===== src/rtl/cspl_pkg.sv =====
package cspl_pkg;

  // Row geometry
  localparam int INTERVALS   = 7;
  localparam int MAX_SAMPLES = 32;

  // Fixed-point constants
  localparam logic [16:0]        Q16_ONE      = 17'h10000;
  localparam logic signed [51:0] HALF_Q16     = 52'sd32768;
  localparam logic [43:0]        HALF_DIVISOR = 44'd196608;      // 6 * 2^16 / 2
  localparam logic signed [25:0] RECIP_THREE  = 26'sd22369622;   // ceil(2^26 / 3)
  localparam logic [27:0]        SAT_POS_Q    = 28'd50331648;    // 6 * 2^23
  localparam logic [27:0]        SAT_NEG_Q    = 28'd50331654;    // 6 * (2^23 + 1)
  localparam logic [23:0]        SAMPLE_MAX   = 24'h7FFFFF;
  localparam logic [23:0]        SAMPLE_MIN   = 24'h800000;

  // Configuration register indexes
  localparam logic CFG_SAMPLES = 1'b0;
  localparam logic CFG_STEP    = 1'b1;

  typedef struct packed {
    logic signed [15:0] knot_value;
    logic signed [23:0] knot_curvature;
    logic               row_start;
  } knot_t;

  typedef struct packed {
    logic signed [23:0] sample_value;
    logic [10:0]        sample_position;
    logic               run_last;
    logic               row_last;
  } sample_t;

  typedef struct packed {
    logic [5:0]  samples;
    logic [16:0] step;
  } cfg_t;

  // Datapath operations issued by the controller
  typedef enum logic [3:0] {
    OP_NONE,
    OP_START,
    OP_CAPTURE,
    OP_UV,
    OP_MUU,
    OP_MU3,
    OP_MVV,
    OP_MV3,
    OP_MZU,
    OP_MZV,
    OP_MAU,
    OP_MAV,
    OP_RND,
    OP_DIV,
    OP_EMIT
  } op_t;

  typedef struct packed {
    op_t         op;
    logic [5:0]  k;
    logic [10:0] position;
    logic        run_last;
    logic        row_last;
    logic        commit;
  } cmd_t;

endpackage


===== src/rtl/cspl_datapath.sv =====
module cspl_datapath (
  input  logic             clk,
  input  cspl_pkg::cfg_t   cfg,
  input  cspl_pkg::knot_t  knot,
  input  cspl_pkg::cmd_t   cmd,
  output cspl_pkg::sample_t sample
);

  // Knot registers: z and a = 6y - z for both ends of the interval
  logic signed [23:0] prev_z, cur_z;
  logic signed [24:0] prev_a, cur_a;
  logic signed [24:0] y_ext, a_in;

  // Per-sample working registers
  logic [16:0]        u, v, t, u3, v3;
  logic signed [43:0] acc;
  logic               neg, sat;
  logic [24:0]        h;
  logic [23:0]        quo;

  // Position and shared multiplier
  logic [22:0]        pos_prod;
  logic [16:0]        u_sat;
  logic signed [25:0] mul_a, mul_b;
  logic signed [51:0] prod, prod_rnd;
  logic [43:0]        mag, mag_rnd;
  logic [27:0]        q;
  logic [23:0]        value;

  assign y_ext = 25'(knot.knot_value);
  assign a_in  = (y_ext <<< 2) + (y_ext <<< 1) - 25'(knot.knot_curvature);

  // u = k * step, clamped to one
  assign pos_prod = 23'(cmd.k) * 23'(cfg.step);
  assign u_sat    = (pos_prod > 23'(cspl_pkg::Q16_ONE)) ? cspl_pkg::Q16_ONE : pos_prod[16:0];

  // Operand selection for the shared multiplier
  always_comb begin
    mul_a = '0;
    mul_b = '0;
    unique case (cmd.op)
      cspl_pkg::OP_MUU: begin
        mul_a = 26'($signed({1'b0, u}));
        mul_b = 26'($signed({1'b0, u}));
      end
      cspl_pkg::OP_MU3: begin
        mul_a = 26'($signed({1'b0, t}));
        mul_b = 26'($signed({1'b0, u}));
      end
      cspl_pkg::OP_MVV: begin
        mul_a = 26'($signed({1'b0, v}));
        mul_b = 26'($signed({1'b0, v}));
      end
      cspl_pkg::OP_MV3: begin
        mul_a = 26'($signed({1'b0, t}));
        mul_b = 26'($signed({1'b0, v}));
      end
      cspl_pkg::OP_MZU: begin
        mul_a = 26'(cur_z);
        mul_b = 26'($signed({1'b0, u3}));
      end
      cspl_pkg::OP_MZV: begin
        mul_a = 26'(prev_z);
        mul_b = 26'($signed({1'b0, v3}));
      end
      cspl_pkg::OP_MAU: begin
        mul_a = 26'(cur_a);
        mul_b = 26'($signed({1'b0, u}));
      end
      cspl_pkg::OP_MAV: begin
        mul_a = 26'(prev_a);
        mul_b = 26'($signed({1'b0, v}));
      end
      cspl_pkg::OP_DIV: begin
        mul_a = 26'($signed({1'b0, h}));
        mul_b = cspl_pkg::RECIP_THREE;
      end
      default: begin
        mul_a = '0;
        mul_b = '0;
      end
    endcase
  end

  assign prod     = mul_a * mul_b;
  assign prod_rnd = prod + cspl_pkg::HALF_Q16;

  // Magnitude, rounded and scaled down by 2^16 (the /6 follows)
  assign mag     = acc[43] ? 44'(-acc) : 44'(acc);
  assign mag_rnd = mag + cspl_pkg::HALF_DIVISOR;
  assign q       = mag_rnd[43:16];

  // Final value with sign and saturation
  always_comb begin
    if (sat) begin
      value = neg ? cspl_pkg::SAMPLE_MIN : cspl_pkg::SAMPLE_MAX;
    end else begin
      value = neg ? (~quo + 24'd1) : quo;
    end
  end

  always_ff @(posedge clk) begin
    unique case (cmd.op)
      cspl_pkg::OP_START: begin
        prev_z <= knot.knot_curvature;
        prev_a <= a_in;
      end
      cspl_pkg::OP_CAPTURE: begin
        cur_z <= knot.knot_curvature;
        cur_a <= a_in;
      end
      cspl_pkg::OP_UV: begin
        u <= u_sat;
        v <= cspl_pkg::Q16_ONE - u_sat;
      end
      cspl_pkg::OP_MUU, cspl_pkg::OP_MVV: t <= prod_rnd[32:16];
      cspl_pkg::OP_MU3: u3 <= prod_rnd[32:16];
      cspl_pkg::OP_MV3: v3 <= prod_rnd[32:16];
      cspl_pkg::OP_MZU: acc <= prod[43:0];
      cspl_pkg::OP_MZV, cspl_pkg::OP_MAU, cspl_pkg::OP_MAV: acc <= acc + prod[43:0];
      cspl_pkg::OP_RND: begin
        neg <= acc[43];
        sat <= acc[43] ? (q >= cspl_pkg::SAT_NEG_Q) : (q >= cspl_pkg::SAT_POS_Q);
        h   <= q[25:1];
      end
      cspl_pkg::OP_DIV: quo <= prod[49:26];
      cspl_pkg::OP_EMIT: begin
        sample.sample_value    <= value;
        sample.sample_position <= cmd.position;
        sample.run_last        <= cmd.run_last;
        sample.row_last        <= cmd.row_last;
        if (cmd.commit) begin
          prev_z <= cur_z;
          prev_a <= cur_a;
        end
      end
      default: ;
    endcase
  end

endmodule


===== src/rtl/cspl_ctrl.sv =====
module cspl_ctrl (
  input  logic           clk,
  input  logic           rst,
  input  cspl_pkg::cfg_t cfg,
  input  logic           knot_valid,
  input  logic           knot_row_start,
  output logic           knot_stall,
  output logic           sample_valid,
  input  logic           sample_stall,
  output cspl_pkg::cmd_t cmd
);

  typedef enum logic [12:0] {
    S_IDLE = 13'b0000000000001,
    S_UV   = 13'b0000000000010,
    S_MUU  = 13'b0000000000100,
    S_MU3  = 13'b0000000001000,
    S_MVV  = 13'b0000000010000,
    S_MV3  = 13'b0000000100000,
    S_MZU  = 13'b0000001000000,
    S_MZV  = 13'b0000010000000,
    S_MAU  = 13'b0000100000000,
    S_MAV  = 13'b0001000000000,
    S_RND  = 13'b0010000000000,
    S_DIV  = 13'b0100000000000,
    S_EMIT = 13'b1000000000000
  } state_t;

  state_t      state, state_next;
  logic [5:0]  knot_count;
  logic [10:0] position;
  logic [5:0]  k;
  logic [5:0]  n;
  logic        last_interval;
  logic [5:0]  n_clamped;
  logic        opens_row;
  logic        final_sample;
  logic        slot_free;

  assign opens_row    = knot_row_start || (knot_count == 6'd0);
  assign final_sample = (k == n - 6'd1);
  assign slot_free    = !sample_valid || !sample_stall;

  always_comb begin
    if (cfg.samples < 6'd2) begin
      n_clamped = 6'd2;
    end else if (cfg.samples > 6'(cspl_pkg::MAX_SAMPLES)) begin
      n_clamped = 6'(cspl_pkg::MAX_SAMPLES);
    end else begin
      n_clamped = cfg.samples;
    end
  end

  // Sequencing and command decode
  always_comb begin
    state_next    = state;
    knot_stall    = 1'b1;
    cmd.op        = cspl_pkg::OP_NONE;
    cmd.k         = k;
    cmd.position  = position;
    cmd.run_last  = final_sample;
    cmd.row_last  = final_sample && last_interval;
    cmd.commit    = final_sample;
    unique case (state)
      S_IDLE: begin
        knot_stall = 1'b0;
        if (knot_valid) begin
          cmd.op     = opens_row ? cspl_pkg::OP_START : cspl_pkg::OP_CAPTURE;
          state_next = opens_row ? S_IDLE : S_UV;
        end
      end
      S_UV: begin
        cmd.op     = cspl_pkg::OP_UV;
        state_next = S_MUU;
      end
      S_MUU: begin
        cmd.op     = cspl_pkg::OP_MUU;
        state_next = S_MU3;
      end
      S_MU3: begin
        cmd.op     = cspl_pkg::OP_MU3;
        state_next = S_MVV;
      end
      S_MVV: begin
        cmd.op     = cspl_pkg::OP_MVV;
        state_next = S_MV3;
      end
      S_MV3: begin
        cmd.op     = cspl_pkg::OP_MV3;
        state_next = S_MZU;
      end
      S_MZU: begin
        cmd.op     = cspl_pkg::OP_MZU;
        state_next = S_MZV;
      end
      S_MZV: begin
        cmd.op     = cspl_pkg::OP_MZV;
        state_next = S_MAU;
      end
      S_MAU: begin
        cmd.op     = cspl_pkg::OP_MAU;
        state_next = S_MAV;
      end
      S_MAV: begin
        cmd.op     = cspl_pkg::OP_MAV;
        state_next = S_RND;
      end
      S_RND: begin
        cmd.op     = cspl_pkg::OP_RND;
        state_next = S_DIV;
      end
      S_DIV: begin
        cmd.op     = cspl_pkg::OP_DIV;
        state_next = S_EMIT;
      end
      S_EMIT: begin
        // wait here until the output register is free
        if (slot_free) begin
          cmd.op     = cspl_pkg::OP_EMIT;
          state_next = final_sample ? S_IDLE : S_UV;
        end
      end
      default: state_next = S_IDLE;
    endcase
  end

  always_ff @(posedge clk) begin
    if (rst) begin
      state         <= S_IDLE;
      knot_count    <= '0;
      position      <= '0;
      k             <= '0;
      n             <= 6'd2;
      last_interval <= 1'b0;
      sample_valid  <= 1'b0;
    end else begin
      state <= state_next;

      // knot accepted: open a row or set up the interval
      if (state == S_IDLE && knot_valid) begin
        if (opens_row) begin
          knot_count <= 6'd1;
          position   <= '0;
        end else begin
          k             <= (knot_count == 6'd1) ? 6'd0 : 6'd1;
          n             <= n_clamped;
          last_interval <= (knot_count >= 6'(cspl_pkg::INTERVALS));
        end
      end

      // sample handed to the output register
      if (cmd.op == cspl_pkg::OP_EMIT) begin
        position <= position + 11'd1;
        if (final_sample) begin
          knot_count <= last_interval ? 6'd0 : knot_count + 6'd1;
        end else begin
          k <= k + 6'd1;
        end
      end

      if (cmd.op == cspl_pkg::OP_EMIT) begin
        sample_valid <= 1'b1;
      end else if (!sample_stall) begin
        sample_valid <= 1'b0;
      end
    end
  end

`ifndef SYNTHESIS
  a_final_to_idle: assert property (@(posedge clk) disable iff (rst)
    (state == S_EMIT && slot_free && final_sample) |=> (state == S_IDLE))
    else $error("final sample of a knot did not return to idle");

  a_k_in_range: assert property (@(posedge clk) disable iff (rst)
    (state != S_IDLE) |-> (k < n))
    else $error("sample index beyond interval");

  a_knot_count_bound: assert property (@(posedge clk) disable iff (rst)
    knot_count <= 6'(cspl_pkg::INTERVALS))
    else $error("knot count beyond row length");

  a_valid_from_emit: assert property (@(posedge clk) disable iff (rst)
    $rose(sample_valid) |-> ($past(state) == S_EMIT))
    else $error("output word raised outside emit step");
`endif

endmodule


===== src/rtl/cubic_spline_segment_evaluator_core.sv =====
// Channel  | Handshake                  | Word
// ---------+----------------------------+------------------------------------------
// knot     | knot_valid / knot_stall    | knot_value, knot_curvature, row_start
// sample   | sample_valid / sample_stall| sample_value, sample_position, run_last,
//          |                            | row_last
// cfg      | cfg_write (no handshake)   | cfg_index, cfg_data
//
// A row-start knot, or any knot while no row is open, is taken and emits nothing.
// Other knots are captured and then give up to 32 samples, each made of a position
// step, eight products and the divide-by-three reciprocal on the one shared 26x26
// multiplier, a rounding step, and one emit.
// The emit step waits while the output register holds an untaken word.
// The next knot is taken as soon as the last sample sits in the output register.
// Synchronous active-high reset; row state clears, configuration returns to
// 8 samples per interval and step 9362.
module cubic_spline_segment_evaluator_core (
  input  logic              clk,
  input  logic              rst,
  input  logic              knot_valid,
  output logic              knot_stall,
  input  cspl_pkg::knot_t   knot,
  output logic              sample_valid,
  input  logic              sample_stall,
  output cspl_pkg::sample_t sample,
  input  logic              cfg_write,
  input  logic              cfg_index,
  input  logic [16:0]       cfg_data
);

  cspl_pkg::cfg_t cfg;
  cspl_pkg::cmd_t cmd;

  // Configuration registers
  always_ff @(posedge clk) begin
    if (rst) begin
      cfg.samples <= 6'd8;
      cfg.step    <= 17'd9362;
    end else if (cfg_write) begin
      unique case (cfg_index)
        cspl_pkg::CFG_SAMPLES: cfg.samples <= cfg_data[5:0];
        cspl_pkg::CFG_STEP:    cfg.step    <= cfg_data;
      endcase
    end
  end

  cspl_ctrl u_ctrl (
    .clk            (clk),
    .rst            (rst),
    .cfg            (cfg),
    .knot_valid     (knot_valid),
    .knot_row_start (knot.row_start),
    .knot_stall     (knot_stall),
    .sample_valid   (sample_valid),
    .sample_stall   (sample_stall),
    .cmd            (cmd)
  );

  cspl_datapath u_datapath (
    .clk    (clk),
    .cfg    (cfg),
    .knot   (knot),
    .cmd    (cmd),
    .sample (sample)
  );

endmodule


===== config.mk =====
export PLATFORM = sky130hd
export DESIGN_NAME = cubic_spline_segment_evaluator_core
export DESIGN_NICKNAME = d
export VERILOG_FILES = /design/src/rtl/cspl_pkg.sv /design/src/rtl/cspl_datapath.sv /design/src/rtl/cspl_ctrl.sv /design/src/rtl/cubic_spline_segment_evaluator_core.sv
export SDC_FILE = /design/constraint.sdc
export NUM_CORES = 2
export LEC_CHECK = 0
export BUFFER_PORTS_ARGS = -buffer_cell sky130_fd_sc_hd__clkbuf_2
export CELL_PAD_IN_SITES_DETAIL_PLACEMENT = 1
export CELL_PAD_IN_SITES_GLOBAL_PLACEMENT = 2
export CORE_ASPECT_RATIO = 0.9
export CORE_MARGIN = 5
export CORE_UTILIZATION = 27
export DETAILED_ROUTE_END_ITERATION = 12
export PLACE_DENSITY = 0.59
export SYNTH_ARGS = -nofsm -noshare
export SYNTH_HDL_FRONTEND = slang
export SYNTH_SLANG_ARGS = --single-unit

===== constraint.sdc =====
create_clock -name clk -period 22.8 [get_ports clk]
set_input_delay 3.42 -clock clk [delete_from_list [all_inputs] [get_ports clk]]
set_output_delay 3.42 -clock clk [all_outputs]
set_load 0.01 [all_outputs]

* Word level (Yosys, flattened, before mapping)
Cells that the tools add are included.
** Storage, ports and cells
- Bits in registers :: 382
- Latch bits :: 0
- Memory bits (writable) :: 0
- Memory bits (read-only) :: 0
- Input bits :: 64
- Output and inout port bits :: 39
- Word-level logic and storage cells :: 145
- Memories kept :: 0
** Operators by class
- $add $sub $neg :: 12
- $mul :: 2
- Div/mod/pow operators :: 0
- Order comparisons :: 6
- Eq/ne operators :: 33
- Shifts and indexed selects :: 0
- Muxes and demuxes :: 40
- Bitwise operators :: 3
- Reductions and logical operators :: 22
** Operators by type and width (number)
- case mux 26 bit (8 select lines) :: 1
- case mux 13 bit (13 select lines) :: 1
- case mux 25 bit (5 select lines) :: 1
- 2-to-1 mux 24 bit :: 4
- case mux 44 bit (2 select lines) :: 1
- 2-to-1 mux 6 bit :: 11
- greater-or-equal comparator 28 x 26 -> 1 bit, second input constant :: 2
- case mux 4 bit (13 select lines) :: 1
- multiplier 26 x 26 -> 50 bit :: 1
- case mux 25 bit (2 select lines) :: 1
- case mux 24 bit (2 select lines) :: 1
- adder 44 x 18 -> 44 bit, second input constant :: 1
- adder 44 bit :: 1
- 2-to-1 mux 44 bit :: 1
- negation 44 bit :: 1
- adder 33 x 17 -> 33 bit, second input constant :: 1
- 2-to-1 mux 11 bit :: 3
- equality test 4 bit, second input constant :: 7
- 2-to-1 mux 13 bit :: 2
- 2-to-1 mux 25 bit :: 1
- subtractor 19 x 24 -> 25 bit :: 1
- adder 24 x 1 -> 24 bit, second input constant :: 1
- NOT 24 bit :: 1
- > comparator 23 x 17 -> 1 bit, second input constant :: 1
- 42 further kinds :: 71

* Depth between registers and ports, before layout
- Word-level depth :: 11
- Gate-level depth with buffers :: 48
- Gate-level depth less buffers :: 46

* Modules after synthesis
A second synthesis with hierarchy kept.
** Second synthesis, totals
- Cell total of the unflattened synthesis :: 4870
- Area, all modules :: 45562.4 µm²
** Modules (own cells, without submodules)
- cspl_datapath :: times used 1, cells an instance 4437, area each 41907.7 µm², seq. area each 9369.0 µm²
- cspl_ctrl :: times used 1, cells an instance 336, area each 2653.8 µm², seq. area each 880.8 µm²
- cubic_spline_segment_evaluator_core :: times used 1, cells an instance 97, area each 1001.0 µm², seq. area each 460.4 µm²

* Worst setup path before layout
Ideal clock, no wire load.
- Path type :: reg-to-reg
- From :: register u_ctrl.state[8]
- To :: register u_datapath.acc[42] (data pin)
- Setup time :: 256 ps
- Arrival :: 12078 ps
- Required time :: 22544 ps
- Setup slack :: 10465 ps
- Stages on the path, launching flop included :: 43
- Path buffers :: 1
- Clock period less this slack :: 12335 ps
- Cell sequence :: dfxtp_1 or3_1 nor3_1 nand4_1 nor3b_1 or2_2 nor3_1 nand3b_1 mux2i_1 nor2_1 nor2_1 clkbuf_1 nor2_1 ha_1 inv_1 fa_1 fa_1 inv_1 [... 7 more ...] a21oi_1 o211ai_1 a31oi_1 a2111oi_0 nor2_1 xnor2_1 ha_1 a21o_1 a21o_1 a21o_1 or3_1 o22a_1 nor3b_1 a21oi_1 o211ai_1 nand3b_1 o21ai_0 o22a_1
** On the way
- Longest elaborated chain between the ends :: 8
** RTL lines
- start, declared :: line cspl_ctrl.sv:29 : state_t state, state_next;
- start signal, assigned :: line cspl_ctrl.sv:137 : state <= state_next;
- equality test 13 bit, or another cell as far along :: line cspl_ctrl.sv:64 : unique case (state)
- case mux 4 bit (13 select lines) (*) :: line cspl_ctrl.sv:64
- equality test 4 x 3 -> 1 bit / equality test 4 bit (equally long branches) :: line cspl_datapath.sv:41 : unique case (cmd.op)
- OR reduction 2 bit (no line) / OR reduction 3 bit (equally long branches)
- case mux 26 bit (8 select lines) / case mux 25 bit (5 select lines) (equally long branches) :: line cspl_datapath.sv:41
- multiplier 26 x 26 -> 50 bit (*) :: line cspl_datapath.sv:85 : assign prod = mul_a * mul_b;
- via u_datapath.prod[27] :: line cspl_datapath.sv:25 : logic signed [51:0] prod, prod_rnd;
- adder 44 bit (*) :: line cspl_datapath.sv:120 : cspl_pkg::OP_MZV, cspl_pkg::OP_MAU, cspl_pkg::OP_MAV: acc <= acc + prod[43:0];
- case mux 44 bit (2 select lines) (*) :: line cspl_datapath.sv:103 : unique case (cmd.op)
- end signal, assigned :: line cspl_datapath.sv:119 : cspl_pkg::OP_MZU: acc <= prod[43:0];
- end signal, assigned :: line cspl_datapath.sv:120
- end, declared :: line cspl_datapath.sv:16 : logic signed [43:0] acc;
Mark *: on every way through the listed nets, which the timed path passes. The rest lies on a longest branch.
A chain may end at the register's enable or synchronous reset.

* Final worst setup path
- From :: register u_ctrl.state[8]
- To :: register u_datapath.acc[35] (data pin)
** On the way
- Longest elaborated chain between the ends :: 8
** RTL lines (line)
- equality test 13 bit, or another cell as far along :: cspl_ctrl.sv:64
- case mux 4 bit (13 select lines) (*) :: cspl_ctrl.sv:64
- equality test 4 x 3 -> 1 bit / equality test 4 bit (equally long branches) :: cspl_datapath.sv:41, cspl_datapath.sv:103
- OR reduction 2 bit (no line) / OR reduction 3 bit (equally long branches)
- case mux 26 bit (8 select lines) / case mux 25 bit (5 select lines) (equally long branches) :: cspl_datapath.sv:41
- multiplier 26 x 26 -> 50 bit :: cspl_datapath.sv:85
- adder 44 bit :: cspl_datapath.sv:120
- case mux 44 bit (2 select lines) (*) :: cspl_datapath.sv:103
Every way passes the cells marked *; elsewhere a longest branch is shown, timed or not.

==> results.cfg <==
[timing]
period_share_pct = 57.6
rsz0062_at_grt = false
slew_headroom_pct = 20.3
setup_violations = 0
slew_violations = 0
skew_ns = 0.0412
fmax_mhz = 76.2
hold_viol_final = 0
period_needed_ns = 13.13
worst_pin_slew_ns = 1.19
fin_tns_setup_ns = 0

[synthesis]
yosysWarnings = 0
async_flop_share_pct = 0
synth-seq-cells = 379
ys_top_cells_by_area = fa_1 (28%), edfxtp_1 (21%), ha_1 (8.5%)
synth_area_leader_cell = fa_1
synth_top_area_share_pct = 28.2
synthCells = 4847
synth-edff-count = 312
syn-cell-area_um2 = 45200
synth_flop_cell = edfxtp_1
synth_cell_types = 94
syn_avg_cell_area_um2 = 9.32
seq_area_frac_synth_pct = 23.7

[cts]
cts_hold_buf = 0
cts_tree = done
cts.clk_slew.worst_paths_ns = 0.06
cts_root_buf = clkbuf_16
cts_sinks = 379
h-tree-depth = 2
ctsResizeCount = 0
cts_setup_buffers = 0
numCtsBuffers = 51
clk_path_buf_depth = 3
clk_latency_ns = 0.66

[layout]
final_util_pct = 30.3
final_common_cell = inv_1
layout_common_cells = inv_1 (903), fa_1 (636), nand2_1 (575)
final-instance-count-excl-fill = 7195
nets = 5927
nFillCells = 19200
drive_above_1_share_pct = 7.68
syn_to_final_growth_pct = 11.6

[power]
finalPower_w = 0.00174
p_per_area_nw_per_um2 = 34.4
ir_worst_vdd_uv = 66.0
p_leak_nw = 22.4

[worst_setup_path]
required_ns = 23.20
timing.critical_path.from = u_ctrl.state[8]
crit_top_cell = fa_1
setup.worst_path.end_class = flop
slowest_delay_ns = 0.68
critical_path_arrival_ns = 13.53
cp_max_fo = 58
reg2reg_from = u_ctrl.state[8]
cpMaxStageDelayCell = and2_1
startpoint_type = flop
path_class = flop to flop

[hold_path]
hold_class = flop to flop
hp-start = u_ctrl.position[10]

[global_route]
grt_remaining_overflow = 0
grt_max_degree = 68
grt_pass1_vias = 37100
grt_pass1_wl_mm = 239
grt.total_usage_pct = 18.0
antenna_found_initial = 9

[floorplan]
rows = 142
core_um2 = 166000
io_pins = 103
dieArea_um2 = 176000
initial_core_util_pct = 27.1
fp.dieW_um = 441
die_h_um = 398

[placed_design]
dpl.cell_count = 7099
place_congestion = 0.826
place_hpwl_mm = 126
io_buffers = 102

[drt]
drc = 0
wirelength_mm = 156
detail_route.wl_per_cell_um = 21.6
vias = 34100
detail-route-antenna-nets = 0
drt_iter0_markers = 1790
viasPerCell = 4.74
drt_first_pass_iters = 5

[run]
cap_violations = 0

[status]
status = completed
==> registers in the layout, summed over array words and instances, names as in the netlist, 17 cells and up <==
register and cells:
u_datapath.u3 17, u_datapath.v 17, u_datapath.prev_a 25, u_datapath.cur_z 23
u_datapath.v3 17, cfg 23, u_datapath.quo 24, u_datapath.h 25
u_datapath.sample 37, u_datapath.cur_a 25, u_datapath.acc 44, u_datapath.prev_z 23
u_datapath.t 17
==> through the flow <==
stage / cell area [µm²] / hold slack, ns / worst slack (ns)
after floorplan: 45200 / 0.428 / 10.47
after global placement: 48800 / 0.444 / 9.51
after detailed placement: 48800 / 0.449 / 9.42
after CTS: 50400 / 0.464 / 9.58
after global routing: 50400 / 0.480 / 8.73
final: 50400 / 0.456 / 9.67
==> cells in the mapped netlist, drive strengths merged (31+ instances only) <==
library cell  number
a21o              58
a21oi            173
and2              68
clkbuf           153
dfxtp             67
edfxtp           312
fa               636
ha               307
inv              906
nand2            578
nand2b            56
nand3             59
nand4             32
nor2             449
nor2b             31
nor3              67
o21ai            134
or2               34
xnor2            127
xor2              77
==> worst max-delay path, delay by kind of cell, from the launching register on <==
| kind | cells | cell delay, ns |
|---|---|---|
| adders and majority gates | 9 | 4.03 |
| AOI/OAI and AO/OA | 12 | 3.51 |
| and+or+nand+nor | 11 | 3.16 |
| buffers and inverters | 5 | 1.01 |
| xor gates and xnor gates | 2 | 0.50 |
| DFF | 1 | 0.33 |
| muxes | 1 | 0.26 |
==> cell type report <==
type                            count  area (µm²)  share of cell area [%]
Inverter                          907        3410                    6.75
Antenna cell                        2        5.00                 0.00992
Sequential cell                   379       10700                    21.2
Tap cell                         2232        2790                    5.54
Clock inverter                     34         308                   0.610
Clock buffer                       60        1310                    2.60
Multi-Input combinational cell   3395       30800                    61.0
Timing Repair Buffer              186        1140                    2.26
==> power by group <==
group          total [W]  internal, W  switching, W
sequential      0.000786     0.000774     0.0000123
combinational   0.000148    0.0000590     0.0000890
clock           0.000803     0.000448      0.000355
total            0.00174      0.00128      0.000457
==> cells by family (layout without fill, tap and decap cells) <==
group,count (synthesis),in the layout,synth area share (%)
xor gates and xnor gates,204,204,3.97
DFF,379,379,23.7
and+or+nand+nor,1522,1522,15.5
adders and majority gates,943,943,36.7
buffers and inverters,1079,1187,9.00
other,1,9,0.00830
muxes,40,40,0.938
AOI/OAI and AO/OA,679,679,10.2
==> layer usage <==
| layer | track usage (%) | up-vias | wire length [µm] |
|---|---|---|---|
| li1 | - | 15900 | - |
| met1 | 26.5 | 17600 | 77000 |
| met2 | 27.5 | 534 | 67100 |
| met3 | 2.70 | 142 | 6910 |
| met4 | 4.74 | 0 | 4540 |
| met5 | 0 | - | 0 |
==> worst paths after layout <==
| check | end | slack [ns] | cells past startpoint |
|---|---|---|---|
| worst max-delay path | u_datapath.acc[35] | 9.67 | 40 |
| worst min-delay path | u_datapath.sample[12] | 0.46 | 0 |
| worst max register to register | u_datapath.acc[35] | 9.67 | 40 |
| worst min register to register | u_datapath.sample[12] | 0.46 | 0 |
(Power assumes the default switching activity.)
